[src/sv/sio_cfr_pkg.sv]
package sio_cfr_pkg;

    // Event kinds of an input word.
    localparam logic [1:0] FUNC_CMD_FALL = 2'd0;
    localparam logic [1:0] FUNC_BYTE     = 2'd1;
    localparam logic [1:0] FUNC_TICK     = 2'd2;

    // Reply codes ('A' and 'N' on the wire).
    localparam logic [1:0] REPLY_NONE = 2'd0;
    localparam logic [1:0] REPLY_ACK  = 2'd1;
    localparam logic [1:0] REPLY_NAK  = 2'd2;

    // Bus phase codes as reported in the result word.
    localparam logic [1:0] PHASE_IDLE   = 2'd0;
    localparam logic [1:0] PHASE_ID     = 2'd1;
    localparam logic [1:0] PHASE_ACTIVE = 2'd2;

    // Configuration register indexes.
    localparam int CFG_IDX_W = 3;
    localparam logic [CFG_IDX_W-1:0] CFG_DEVICE_COUNT  = 3'd0;
    localparam logic [CFG_IDX_W-1:0] CFG_DEVICE_ID_0   = 3'd1;
    localparam logic [CFG_IDX_W-1:0] CFG_TIMEOUT_TICKS = 3'd5;
    localparam int CFG_DATA_W = 16;

    localparam int                    NUM_DEVICES_DEF = 4;
    localparam int                    SLOT_REGS       = 4;
    localparam logic [15:0]           TIMEOUT_RESET   = 16'd50;
    localparam logic [16:0]           TICK_MAX        = 17'h1FFFF;

    typedef enum logic [2:0] {
        BUS_IDLE  = 3'b001,
        BUS_ID    = 3'b010,
        BUS_FRAME = 3'b100
    } t_bus_state;

    typedef enum logic [3:0] {
        PH_CMD   = 4'b0001,
        PH_AUX1  = 4'b0010,
        PH_AUX2  = 4'b0100,
        PH_CKSUM = 4'b1000
    } t_frame_phase;

    typedef struct packed {
        logic [1:0] func;
        logic [7:0] rx_byte;
    } t_in_word;

    typedef struct packed {
        logic [1:0] reply;
        logic       frame_ready;
        logic [1:0] device_index;
        logic [7:0] frame_device;
        logic [7:0] frame_command;
        logic [7:0] frame_aux1;
        logic [7:0] frame_aux2;
        logic       timed_out;
        logic [1:0] bus_phase;
    } t_out_word;

    // 8-bit add with the carry folded back into the low bit.
    function automatic logic [7:0] eac_add(input logic [7:0] a, input logic [7:0] b);
        logic [8:0] s;
        s = {1'b0, a} + {1'b0, b};
        return s[7:0] + {7'd0, s[8]};
    endfunction

    function automatic logic [1:0] bus_code(input t_bus_state st);
        logic [1:0] code;
        case (st)
            BUS_IDLE:  code = PHASE_IDLE;
            BUS_ID:    code = PHASE_ID;
            BUS_FRAME: code = PHASE_ACTIVE;
            default:   code = PHASE_IDLE;
        endcase
        return code;
    endfunction

endpackage

[src/sv/sio_command_frame_receiver_unit.sv]
// Channel  Direction  Handshake                  Payload
// in       input      i_in_valid / o_in_stall    i_in_data  (func, rx_byte)
// out      output     o_out_valid / i_out_stall  o_out_data (reply ... bus_phase)
// cfg      input      i_cfg_we                   i_cfg_index, i_cfg_wdata
//
// A word's result is registered: the word sits in the input register while the decode
// logic prepares the next value of the result register.
// One word is accepted every cycle while the output is not stalled.
// A stall on the output holds the result register, and the input stalls only
// when its register is full and cannot move on. Reset is synchronous, active low.
module sio_command_frame_receiver_unit #(
    parameter int NUM_DEVICES = sio_cfr_pkg::NUM_DEVICES_DEF
) (
    input  logic                                i_clk,
    input  logic                                i_rst_n,
    input  logic                                i_in_valid,
    output logic                                o_in_stall,
    input  sio_cfr_pkg::t_in_word               i_in_data,
    output logic                                o_out_valid,
    input  logic                                i_out_stall,
    output sio_cfr_pkg::t_out_word              o_out_data,
    input  logic                                i_cfg_we,
    input  logic [sio_cfr_pkg::CFG_IDX_W-1:0]   i_cfg_index,
    input  logic [sio_cfr_pkg::CFG_DATA_W-1:0]  i_cfg_wdata
);

    localparam int SLOTS = (NUM_DEVICES < sio_cfr_pkg::SLOT_REGS) ?
                           NUM_DEVICES : sio_cfr_pkg::SLOT_REGS;

    // Configuration.
    logic [2:0]  r_dev_count;
    logic [7:0]  r_dev_id [SLOTS];
    logic [15:0] r_timeout;

    // Frame state.
    sio_cfr_pkg::t_bus_state   r_bus,   n_bus;
    sio_cfr_pkg::t_frame_phase r_phase, n_phase;
    logic [1:0]  r_slot,    n_slot;
    logic [7:0]  r_device,  n_device;
    logic [7:0]  r_command, n_command;
    logic [7:0]  r_aux1,    n_aux1;
    logic [7:0]  r_aux2,    n_aux2;
    logic [16:0] r_elapsed, n_elapsed;

    // Pipeline registers.
    logic                   r_in_valid;
    sio_cfr_pkg::t_in_word  r_in_data;
    logic                   r_out_valid;
    sio_cfr_pkg::t_out_word r_out_data, n_out;

    logic        adv;
    logic        in_take;
    logic [2:0]  slots_used;
    logic        hit;
    logic [1:0]  hit_slot;
    logic [7:0]  cksum;
    logic [16:0] elapsed_inc;

    assign adv        = r_in_valid && (!r_out_valid || !i_out_stall);
    assign o_in_stall = r_in_valid && !adv;
    assign in_take    = i_in_valid && !o_in_stall;

    assign o_out_valid = r_out_valid;
    assign o_out_data  = r_out_data;

    always_ff @(posedge i_clk) begin
        if (!i_rst_n) begin
            r_dev_count <= '0;
            r_timeout   <= sio_cfr_pkg::TIMEOUT_RESET;
            for (int i = 0; i < SLOTS; i++) begin
                r_dev_id[i] <= '0;
            end
        end else if (i_cfg_we) begin
            if (i_cfg_index == sio_cfr_pkg::CFG_DEVICE_COUNT) begin
                r_dev_count <= i_cfg_wdata[2:0];
            end
            if (i_cfg_index == sio_cfr_pkg::CFG_TIMEOUT_TICKS) begin
                r_timeout <= i_cfg_wdata[15:0];
            end
            for (int i = 0; i < SLOTS; i++) begin
                if (i_cfg_index == sio_cfr_pkg::CFG_DEVICE_ID_0 + 3'(i)) begin
                    r_dev_id[i] <= i_cfg_wdata[7:0];
                end
            end
        end
    end

    // Slots beyond the configured count never answer; the last match wins.
    always_comb begin
        slots_used = (r_dev_count < 3'(SLOTS)) ? r_dev_count : 3'(SLOTS);
        hit        = 1'b0;
        hit_slot   = '0;
        for (int i = 0; i < SLOTS; i++) begin
            if (3'(i) < slots_used && r_dev_id[i] == r_in_data.rx_byte) begin
                hit      = 1'b1;
                hit_slot = 2'(i);
            end
        end
    end

    assign cksum = sio_cfr_pkg::eac_add(sio_cfr_pkg::eac_add(
                       sio_cfr_pkg::eac_add(r_device, r_command), r_aux1), r_aux2);

    assign elapsed_inc = (r_elapsed < sio_cfr_pkg::TICK_MAX) ? r_elapsed + 17'd1 : r_elapsed;

    always_comb begin
        n_bus     = r_bus;
        n_phase   = r_phase;
        n_slot    = r_slot;
        n_device  = r_device;
        n_command = r_command;
        n_aux1    = r_aux1;
        n_aux2    = r_aux2;
        n_elapsed = r_elapsed;
        n_out     = '0;

        case (r_in_data.func)
            sio_cfr_pkg::FUNC_CMD_FALL: begin
                n_bus     = sio_cfr_pkg::BUS_ID;
                n_elapsed = '0;
            end
            sio_cfr_pkg::FUNC_BYTE: begin
                case (r_bus)
                    sio_cfr_pkg::BUS_ID: begin
                        if (hit) begin
                            n_slot   = hit_slot;
                            n_device = r_in_data.rx_byte;
                            n_phase  = sio_cfr_pkg::PH_CMD;
                            n_bus    = sio_cfr_pkg::BUS_FRAME;
                        end else begin
                            n_bus     = sio_cfr_pkg::BUS_IDLE;
                            n_phase   = sio_cfr_pkg::PH_CMD;
                            n_elapsed = '0;
                        end
                    end
                    sio_cfr_pkg::BUS_FRAME: begin
                        case (r_phase)
                            sio_cfr_pkg::PH_CMD: begin
                                n_command = r_in_data.rx_byte;
                                n_phase   = sio_cfr_pkg::PH_AUX1;
                            end
                            sio_cfr_pkg::PH_AUX1: begin
                                n_aux1  = r_in_data.rx_byte;
                                n_phase = sio_cfr_pkg::PH_AUX2;
                            end
                            sio_cfr_pkg::PH_AUX2: begin
                                n_aux2  = r_in_data.rx_byte;
                                n_phase = sio_cfr_pkg::PH_CKSUM;
                            end
                            default: begin
                                if (cksum == r_in_data.rx_byte) begin
                                    n_out.reply         = sio_cfr_pkg::REPLY_ACK;
                                    n_out.frame_ready   = 1'b1;
                                    n_out.device_index  = r_slot;
                                    n_out.frame_device  = r_device;
                                    n_out.frame_command = r_command;
                                    n_out.frame_aux1    = r_aux1;
                                    n_out.frame_aux2    = r_aux2;
                                end else begin
                                    n_out.reply = sio_cfr_pkg::REPLY_NAK;
                                end
                                n_bus     = sio_cfr_pkg::BUS_IDLE;
                                n_phase   = sio_cfr_pkg::PH_CMD;
                                n_elapsed = '0;
                            end
                        endcase
                    end
                    default: ;
                endcase
            end
            sio_cfr_pkg::FUNC_TICK: begin
                if (r_bus == sio_cfr_pkg::BUS_IDLE) begin
                    n_elapsed = '0;
                end else if (elapsed_inc > {1'b0, r_timeout}) begin
                    n_bus           = sio_cfr_pkg::BUS_IDLE;
                    n_phase         = sio_cfr_pkg::PH_CMD;
                    n_elapsed       = '0;
                    n_out.timed_out = 1'b1;
                end else begin
                    n_elapsed = elapsed_inc;
                end
            end
            default: ;
        endcase

        n_out.bus_phase = sio_cfr_pkg::bus_code(n_bus);
    end

    always_ff @(posedge i_clk) begin
        if (!i_rst_n) begin
            r_bus       <= sio_cfr_pkg::BUS_IDLE;
            r_phase     <= sio_cfr_pkg::PH_CMD;
            r_slot      <= '0;
            r_elapsed   <= '0;
            r_in_valid  <= 1'b0;
            r_out_valid <= 1'b0;
        end else begin
            if (in_take) begin
                r_in_valid <= 1'b1;
            end else if (adv) begin
                r_in_valid <= 1'b0;
            end
            if (adv) begin
                r_out_valid <= 1'b1;
                r_bus       <= n_bus;
                r_phase     <= n_phase;
                r_slot      <= n_slot;
                r_elapsed   <= n_elapsed;
            end else if (!i_out_stall) begin
                r_out_valid <= 1'b0;
            end
        end
    end

    // Data registers: always written before they are read.
    always_ff @(posedge i_clk) begin
        if (in_take) begin
            r_in_data <= i_in_data;
        end
        if (adv) begin
            r_out_data <= n_out;
            r_device   <= n_device;
            r_command  <= n_command;
            r_aux1     <= n_aux1;
            r_aux2     <= n_aux2;
        end
    end

endmodule

[config.mk]
export PLATFORM = sky130hd
export DESIGN_NAME = sio_command_frame_receiver_unit
export DESIGN_NICKNAME = d
export VERILOG_FILES = /design/src/sv/sio_cfr_pkg.sv /design/src/sv/sio_command_frame_receiver_unit.sv
export SDC_FILE = /design/constraint.sdc
export NUM_CORES = 1
export LEC_CHECK = 0
export CORE_MARGIN = 8
export CORE_UTILIZATION = 50
export DETAILED_ROUTE_END_ITERATION = 10
export DONT_BUFFER_PORTS = 1
export GPL_ROUTABILITY_DRIVEN = 1
export GPL_TIMING_DRIVEN = 0
export HOLD_SLACK_MARGIN = 0.06
export PLACE_DENSITY = 0.71
export SYNTH_ARGS = -nofsm -noshare
export SYNTH_HDL_FRONTEND = slang
export SYNTH_SLANG_ARGS = --single-unit
[constraint.sdc]
create_clock -name i_clk -period 14.4 [get_ports i_clk]
set_input_delay 2.16 -clock i_clk [delete_from_list [all_inputs] [get_ports i_clk]]
set_output_delay 2.16 -clock i_clk [all_outputs]
set_load 0.1 [all_outputs]
Word-level counts from Yosys, hierarchy flattened
Memory sizes are Yosys's and may differ from the RTL's.
Index checks and enable logic that the tools add are counted.
{"block": "totals", "reg_bits": 129, "ram_bits": 32, "in_bits": 34, "output_inout_bits": 42, "word_cells": 156, "mem_count": 1}
{"memory": "r_dev_id", "depth": 4, "word_bits": 8, "rd": 4, "rd_ports_with_merged_regs": 0, "write_ports": 4, "line": "sio_command_frame_receiver_unit.sv:32", "source": "logic [7:0] r_dev_id [SLOTS];"}
{"block": "classes", "add_sub_neg": 7, "n_lt_le_gt_ge": 7, "n_eq_ne": 26, "n_mux": 55, "bitwise": 8, "reduce_logical": 29}
{"cell": "17-bit 2-to-1 mux", "count": 5}
{"cell": "17-bit one-hot mux with 3 select lines", "count": 1}
{"cell": "8-bit == test", "count": 5}
{"cell": "35-bit 2-to-1 mux", "count": 1}
{"cell": "17-bit one-hot mux with 2 select lines", "count": 1}
{"cell": "8-bit 2-to-1 mux", "count": 4}
{"cell": "8-bit by 8-bit adder with 9-bit output", "count": 3}
{"cell": "1-bit 2-to-1 mux", "count": 27}
{"cell": "8-bit by 1-bit adder with 8-bit output", "count": 3}
{"cell": "17-bit by 1-bit adder with 17-bit output, second input constant", "count": 1}
{"cell": "17-bit by 16-bit greater-than comparator with 1-bit output", "count": 1}
{"cell": "17-bit < comparator, second input constant", "count": 1}
{"cell": "4-bit one-hot mux with 2 select lines", "count": 2}
{"cell": "4-bit AND reduction", "count": 4}
{"cell": "3-bit 2-to-1 mux", "count": 5}
{"cell": "3-bit by 2-bit == test with 1-bit output, second input constant", "count": 4}
{"cell": "3-bit == test, second input constant", "count": 4}
{"cell": "4-bit one-hot mux with 3 select lines", "count": 1}
{"cell": "5-bit AND reduction", "count": 2}
{"cell": "3-bit one-hot mux with 3 select lines", "count": 1}
{"cell": "4-bit 2-to-1 mux", "count": 2}
{"cell": "1-bit logical AND", "count": 7}
{"cell": "3-bit by 1-bit == test with 1-bit output, second input constant", "count": 2}
{"cell": "1-bit by 3-bit < comparator with 1-bit output, first input constant", "count": 2}
{"cell": "other kinds (27)", "count": 43}

Longest topological paths before layout
{"block": "logic_depth", "ltp_word": 13, "ltp_mapped": 38, "ltp_nobuf": 37}

Least setup slack after synthesis
OpenSTA, ideal clock, no wires.
{"block": "synth_path", "kind": "reg2reg", "startpoint": "register r_device[0]", "endpoint": "register r_out_data (netlist bit o_out_data[10]), data pin", "setup_ns": 0.131, "arrival_time_ns": 7.094, "t_required_ns": 14.269, "setup_slack_ns": 7.175, "path_stages_with_launch": 36, "n_path_buf": 1, "period_less_slack_ns": 7.225, "path_cell_list": "edfxtp_1 > ha_1 > fa_1 > a21o_1 > a21oi_1 > nand2b_1 > a21oi_1 > o21ai_0 > nand2b_1 > ha_1 > ha_1 > fa_1 > a21o_1 > a21oi_1 > o21bai_1 > a21oi_1 > nor2b_1 > o21ai_0 > nand2b_1 > ha_1 > and3_1 > and3_1 > xor2_1 > ha_1 > a21o_1 > a31oi_2 > nor2b_1 > o21ai_0 > nand2b_1 > ha_1 > ha_1 > xor2_1 > or4_4 > a2111oi_4 > buf_6 > and2_1"}
{"block": "synth_between", "elab_chain_cells": 9}
{"element": "start: declaration", "line": "sio_command_frame_receiver_unit.sv:39", "source": "logic [7:0] r_device, n_device;"}
{"element": "start signal: assignment", "line": "sio_command_frame_receiver_unit.sv:222", "source": "r_device <= n_device;"}
{"element": "8-bit by 8-bit adder with 9-bit output", "line": "sio_cfr_pkg.sv:63", "source": "s = {1'b0, a} + {1'b0, b};"}
{"element": "8-bit by 1-bit adder with 8-bit output", "line": "sio_cfr_pkg.sv:64", "source": "return s[7:0] + {7'd0, s[8]};"}
{"element": "8-bit by 8-bit adder with 9-bit output", "line": "sio_cfr_pkg.sv:63"}
{"element": "8-bit by 1-bit adder with 8-bit output", "line": "sio_cfr_pkg.sv:64"}
{"element": "8-bit by 8-bit adder with 9-bit output", "line": "sio_cfr_pkg.sv:63"}
{"element": "8-bit by 1-bit adder with 8-bit output", "line": "sio_cfr_pkg.sv:64"}
{"element": "8-bit == test", "line": "sio_command_frame_receiver_unit.sv:151", "source": "if (cksum == r_in_data.rx_byte) begin"}
{"element": "1-bit NOT (no line)"}
{"element": "6-bit OR reduction (no line)"}
{"element": "end signal: assignment", "line": "sio_command_frame_receiver_unit.sv:221", "source": "r_out_data <= n_out;"}
{"element": "end: declaration", "line": "sio_command_frame_receiver_unit.sv:49", "source": "sio_cfr_pkg::t_out_word r_out_data, n_out;"}
Every way passes these cells.
A chain may end at the register's enable or synchronous reset.

Final worst setup path
{"block": "layout_path", "startpoint": "register r_command[0]", "endpoint": "register r_out_data (netlist bit o_out_data[35]), data pin"}
{"block": "layout_between", "elab_chain_cells": 9}
{"element": "start: declaration", "line": "sio_command_frame_receiver_unit.sv:40", "source": "logic [7:0] r_command, n_command;"}
{"element": "start signal: assignment", "line": "sio_command_frame_receiver_unit.sv:223", "source": "r_command <= n_command;"}
{"element": "8-bit by 8-bit adder with 9-bit output", "line": "sio_cfr_pkg.sv:63"}
{"element": "8-bit by 1-bit adder with 8-bit output", "line": "sio_cfr_pkg.sv:64"}
{"element": "8-bit by 8-bit adder with 9-bit output", "line": "sio_cfr_pkg.sv:63"}
{"element": "8-bit by 1-bit adder with 8-bit output", "line": "sio_cfr_pkg.sv:64"}
{"element": "8-bit by 8-bit adder with 9-bit output", "line": "sio_cfr_pkg.sv:63"}
{"element": "8-bit by 1-bit adder with 8-bit output", "line": "sio_cfr_pkg.sv:64"}
{"element": "8-bit == test", "line": "sio_command_frame_receiver_unit.sv:151"}
{"element": "1-bit NOT (no line)"}
{"element": "6-bit OR reduction (no line)"}
Every way passes these cells.

==> results.py <==
metrics = {
    "status": {
        "status": "finished clean",
    },
    "min_path": {
        "hold_path_class": "register to register",
        "holdPathStages": 2,
        "min_from": "r_timeout[11]",
        "hold_end": "r_timeout[11]",
    },
    "finish": {
        "mostFrequentLayoutCells": "113 x edfxtp_1, 69 x and2_1, 59 x nand2_1",
        "drive_above_1_share": 0.0686,
        "fin_area_sq_um": 9300,
        "final_common_cell": "edfxtp_1",
        "syn_to_final_growth_pct": 10.1,
        "n_antenna_cell": 0,
        "fin_util": 0.563,
        "layout.nets": 876,
    },
    "place": {
        "place.port_buffers": 0,
        "dp_hpwl_um": 13800,
        "place_area_sq_um": 8720,
        "gp_congestion": 0.878,
    },
    "floorplanning": {
        "row_count": 47,
        "dieWidth_um": 146,
        "die_h_um": 146,
        "die_area_sq_um": 21300,
        "pin_count": 76,
        "core_area_sq_um": 16500,
        "initial_core_util": 0.511,
    },
    "critical_path": {
        "cp_common_cell": "ha_1",
        "reg2reg_to": "o_out_data[35]",
        "cp_data_required_time_ns": 14.67,
        "r2r_slack_ns": 5.97,
        "slowest_stage": "a2111oi_4",
        "critPathKind": "register to register",
        "cp_data_arrival_time_ns": 8.70,
        "crit_path_max_fanout": 10,
        "cpPeakStageDelay_ns": 0.74,
        "timing.rr.start": "r_command[0]",
        "critPathLaunchType": "register",
        "critPathCaptureType": "register",
        "r2r_cells": 36,
    },
    "grt": {
        "grt_max_degree": 46,
        "grt_pass1_vias": 5880,
        "antenna_found_initial": 0,
        "grt_use_total": 0.173,
        "gr-total-overflow": 0,
        "grt_pass1_wl_um": 29500,
    },
    "yosys": {
        "synth_fp_nets": 856,
        "netlist_instances": 770,
        "yosysSeqAreaShare": 0.513,
        "synth_seq_cells": 160,
        "ys_types": 65,
        "syn_area_per_cell_sq_um": 11.0,
        "async_reset_ff_frac": 0,
        "syn-cell-area_sq_um": 8440,
        "yosys_most_used_dff": "edfxtp_1",
        "yosys_warnings": 0,
        "synth_edf_count": 113,
    },
    "sta": {
        "setup_viol": 0,
        "setup-tns-final_ns": 0,
        "fmaxAchievable_ghz": 0.119,
        "hold_viol": 0,
        "period_minus_slack_ns": 8.43,
        "rsz0062_at_grt": "false",
        "slew_headroom": 0.258,
        "fin_skew_ns": 0.00959,
        "fin_crit_sh": 0.585,
        "slew_viol_final": 0,
        "max_slew.worst_pin.slew_ns": 1.11,
    },
    "cts": {
        "cts.sinks": 160,
        "numCtsBuffers": 17,
        "cts_max_path_buffers": 2,
        "cts_resized": 0,
        "cts_root_buffer": "clkbuf_16",
        "hold_buffers": 0,
        "postCtsSetupRepairBufs": 0,
        "cts_tree": "yes",
        "worstSkewPairLatency_ns": 0.42,
        "path_clk_slew_ns": 0.06,
        "cts_max_level": 4,
    },
    "detailed_routing": {
        "viasPerCell": 5.59,
        "vias": 5708,
        "drc": 0,
        "wl_per_cell_um": 18.1,
        "drt_iter0_markers": 299,
        "routed_wirelength_um": 18500,
        "ant_nets": 0,
        "firstDrtPassIters": 5,
    },
    "pwr": {
        "p_per_area_nw_per_um2": 111,
        "leakage_nw": 3.50,
        "peakVddDrop_v": 0.0000878,
    },
    "flow_run": {
        "cap_violations": 0,
    },
}
## synth_stat cells (all sizes together), types with 17 or more instances
cell type	n	area [sq um]
a21oi	35	183
and2	70	438
clkbuf	17	65.1
dfxtp	47	941
edfxtp	113	3390
ha	49	613
inv	29	109
nand2	59	221
nand3	17	85.1
nor2	48	183
nor3	22	115
o21ai	36	180
xnor2	41	367
xor2	39	342
## worst max-delay path by stage
stage,startpoint,to,slack (ns),depth (start not counted)
6_report,r_command[0],o_out_data[35],5.97,36
5_1_grt,r_device[0],o_out_data[35],5.41,36
4_1_cts,r_device[0],o_out_data[35],5.95,36
3_5_place_dp,r_device[0],o_out_data[35],5.95,36
3_3_place_gp,r_device[0],o_out_data[35],6.29,36
2_1_floorplan,r_device[0],o_out_data[10],7.18,35
## where the power goes
part / internal (mW) / switching (mW)
Sequential: 0.506 / 0.0374
Combinational: 0.0132 / 0.0254
Clock: 0.269 / 0.176
Total: 0.789 / 0.238
## kinds of logic (layout without fill, tap and decap cells)
kind of cell,count (synthesis),after routing,synth area share
muxes,5,5,0.00608
AOI/OAI and AO/OA,129,129,0.102
and+or+nand+nor,285,285,0.178
DFF,160,160,0.513
adders and majority gates,52,52,0.0798
xor gates and xnor gates,83,83,0.0922
buffers and inverters,56,88,0.0288
## cell type report
type | count | area (sq um)
plain buffers | 27 | 134
multi-input cells | 554 | 3860
clock inverters | 12 | 143
fillers | 1380 | 7230
flip-flops and latches | 160 | 4330
clock buffers | 19 | 433
repair buffers | 1 | 5.00
inverters | 29 | 109
well taps | 220 | 275
## metal layers
| layer | vias to the layer above | global-route usage | wire length (um) | share of wire |
|---|---|---|---|---|
| met5 | - | 0 | 0 | 0 |
| met4 | 0 | 0.0718 | 422 | 0.023 |
| met3 | 28 | 0.0451 | 1090 | 0.059 |
| met2 | 145 | 0.304 | 9340 | 0.51 |
| met1 | 2747 | 0.196 | 7610 | 0.41 |
| li1 | 2788 | - | - | - |
## worst max-delay path: cells and delay by family, from the launching register on
family,cells,cell delay [ns]
flip-flops,1,0.41
XOR/XNOR,1,0.13
AO/OA/AOI/OAI,13,2.77
adder cells (fa/ha/maj),9,2.77
buffers and inverters,2,0.29
AND/OR/NAND/NOR,11,1.89
## sequential cells by signal (all words and copies together), names as in the netlist, 10 cells and up
signal / flops
r_elapsed: 17
r_in_data: 10
o_out_data: 39
r_timeout: 16
r_dev_id: 32
## stage by stage
step / instances / power [mW] / setup slack [ns] / hold slack [ns]
2_1_floorplan: 770 / 0.580 / 7.18 / 0.436
3_3_place_gp: 990 / 0.590 / 6.29 / 0.450
3_5_place_dp: 990 / 0.592 / 5.95 / 0.450
4_1_cts: 1021 / 1.03 / 5.95 / 0.459
5_1_grt: 1022 / 1.06 / 5.41 / 0.476
6_report: 1022 / 1.03 / 5.97 / 0.459
Note: power is estimated with default switching activity, not from simulation.
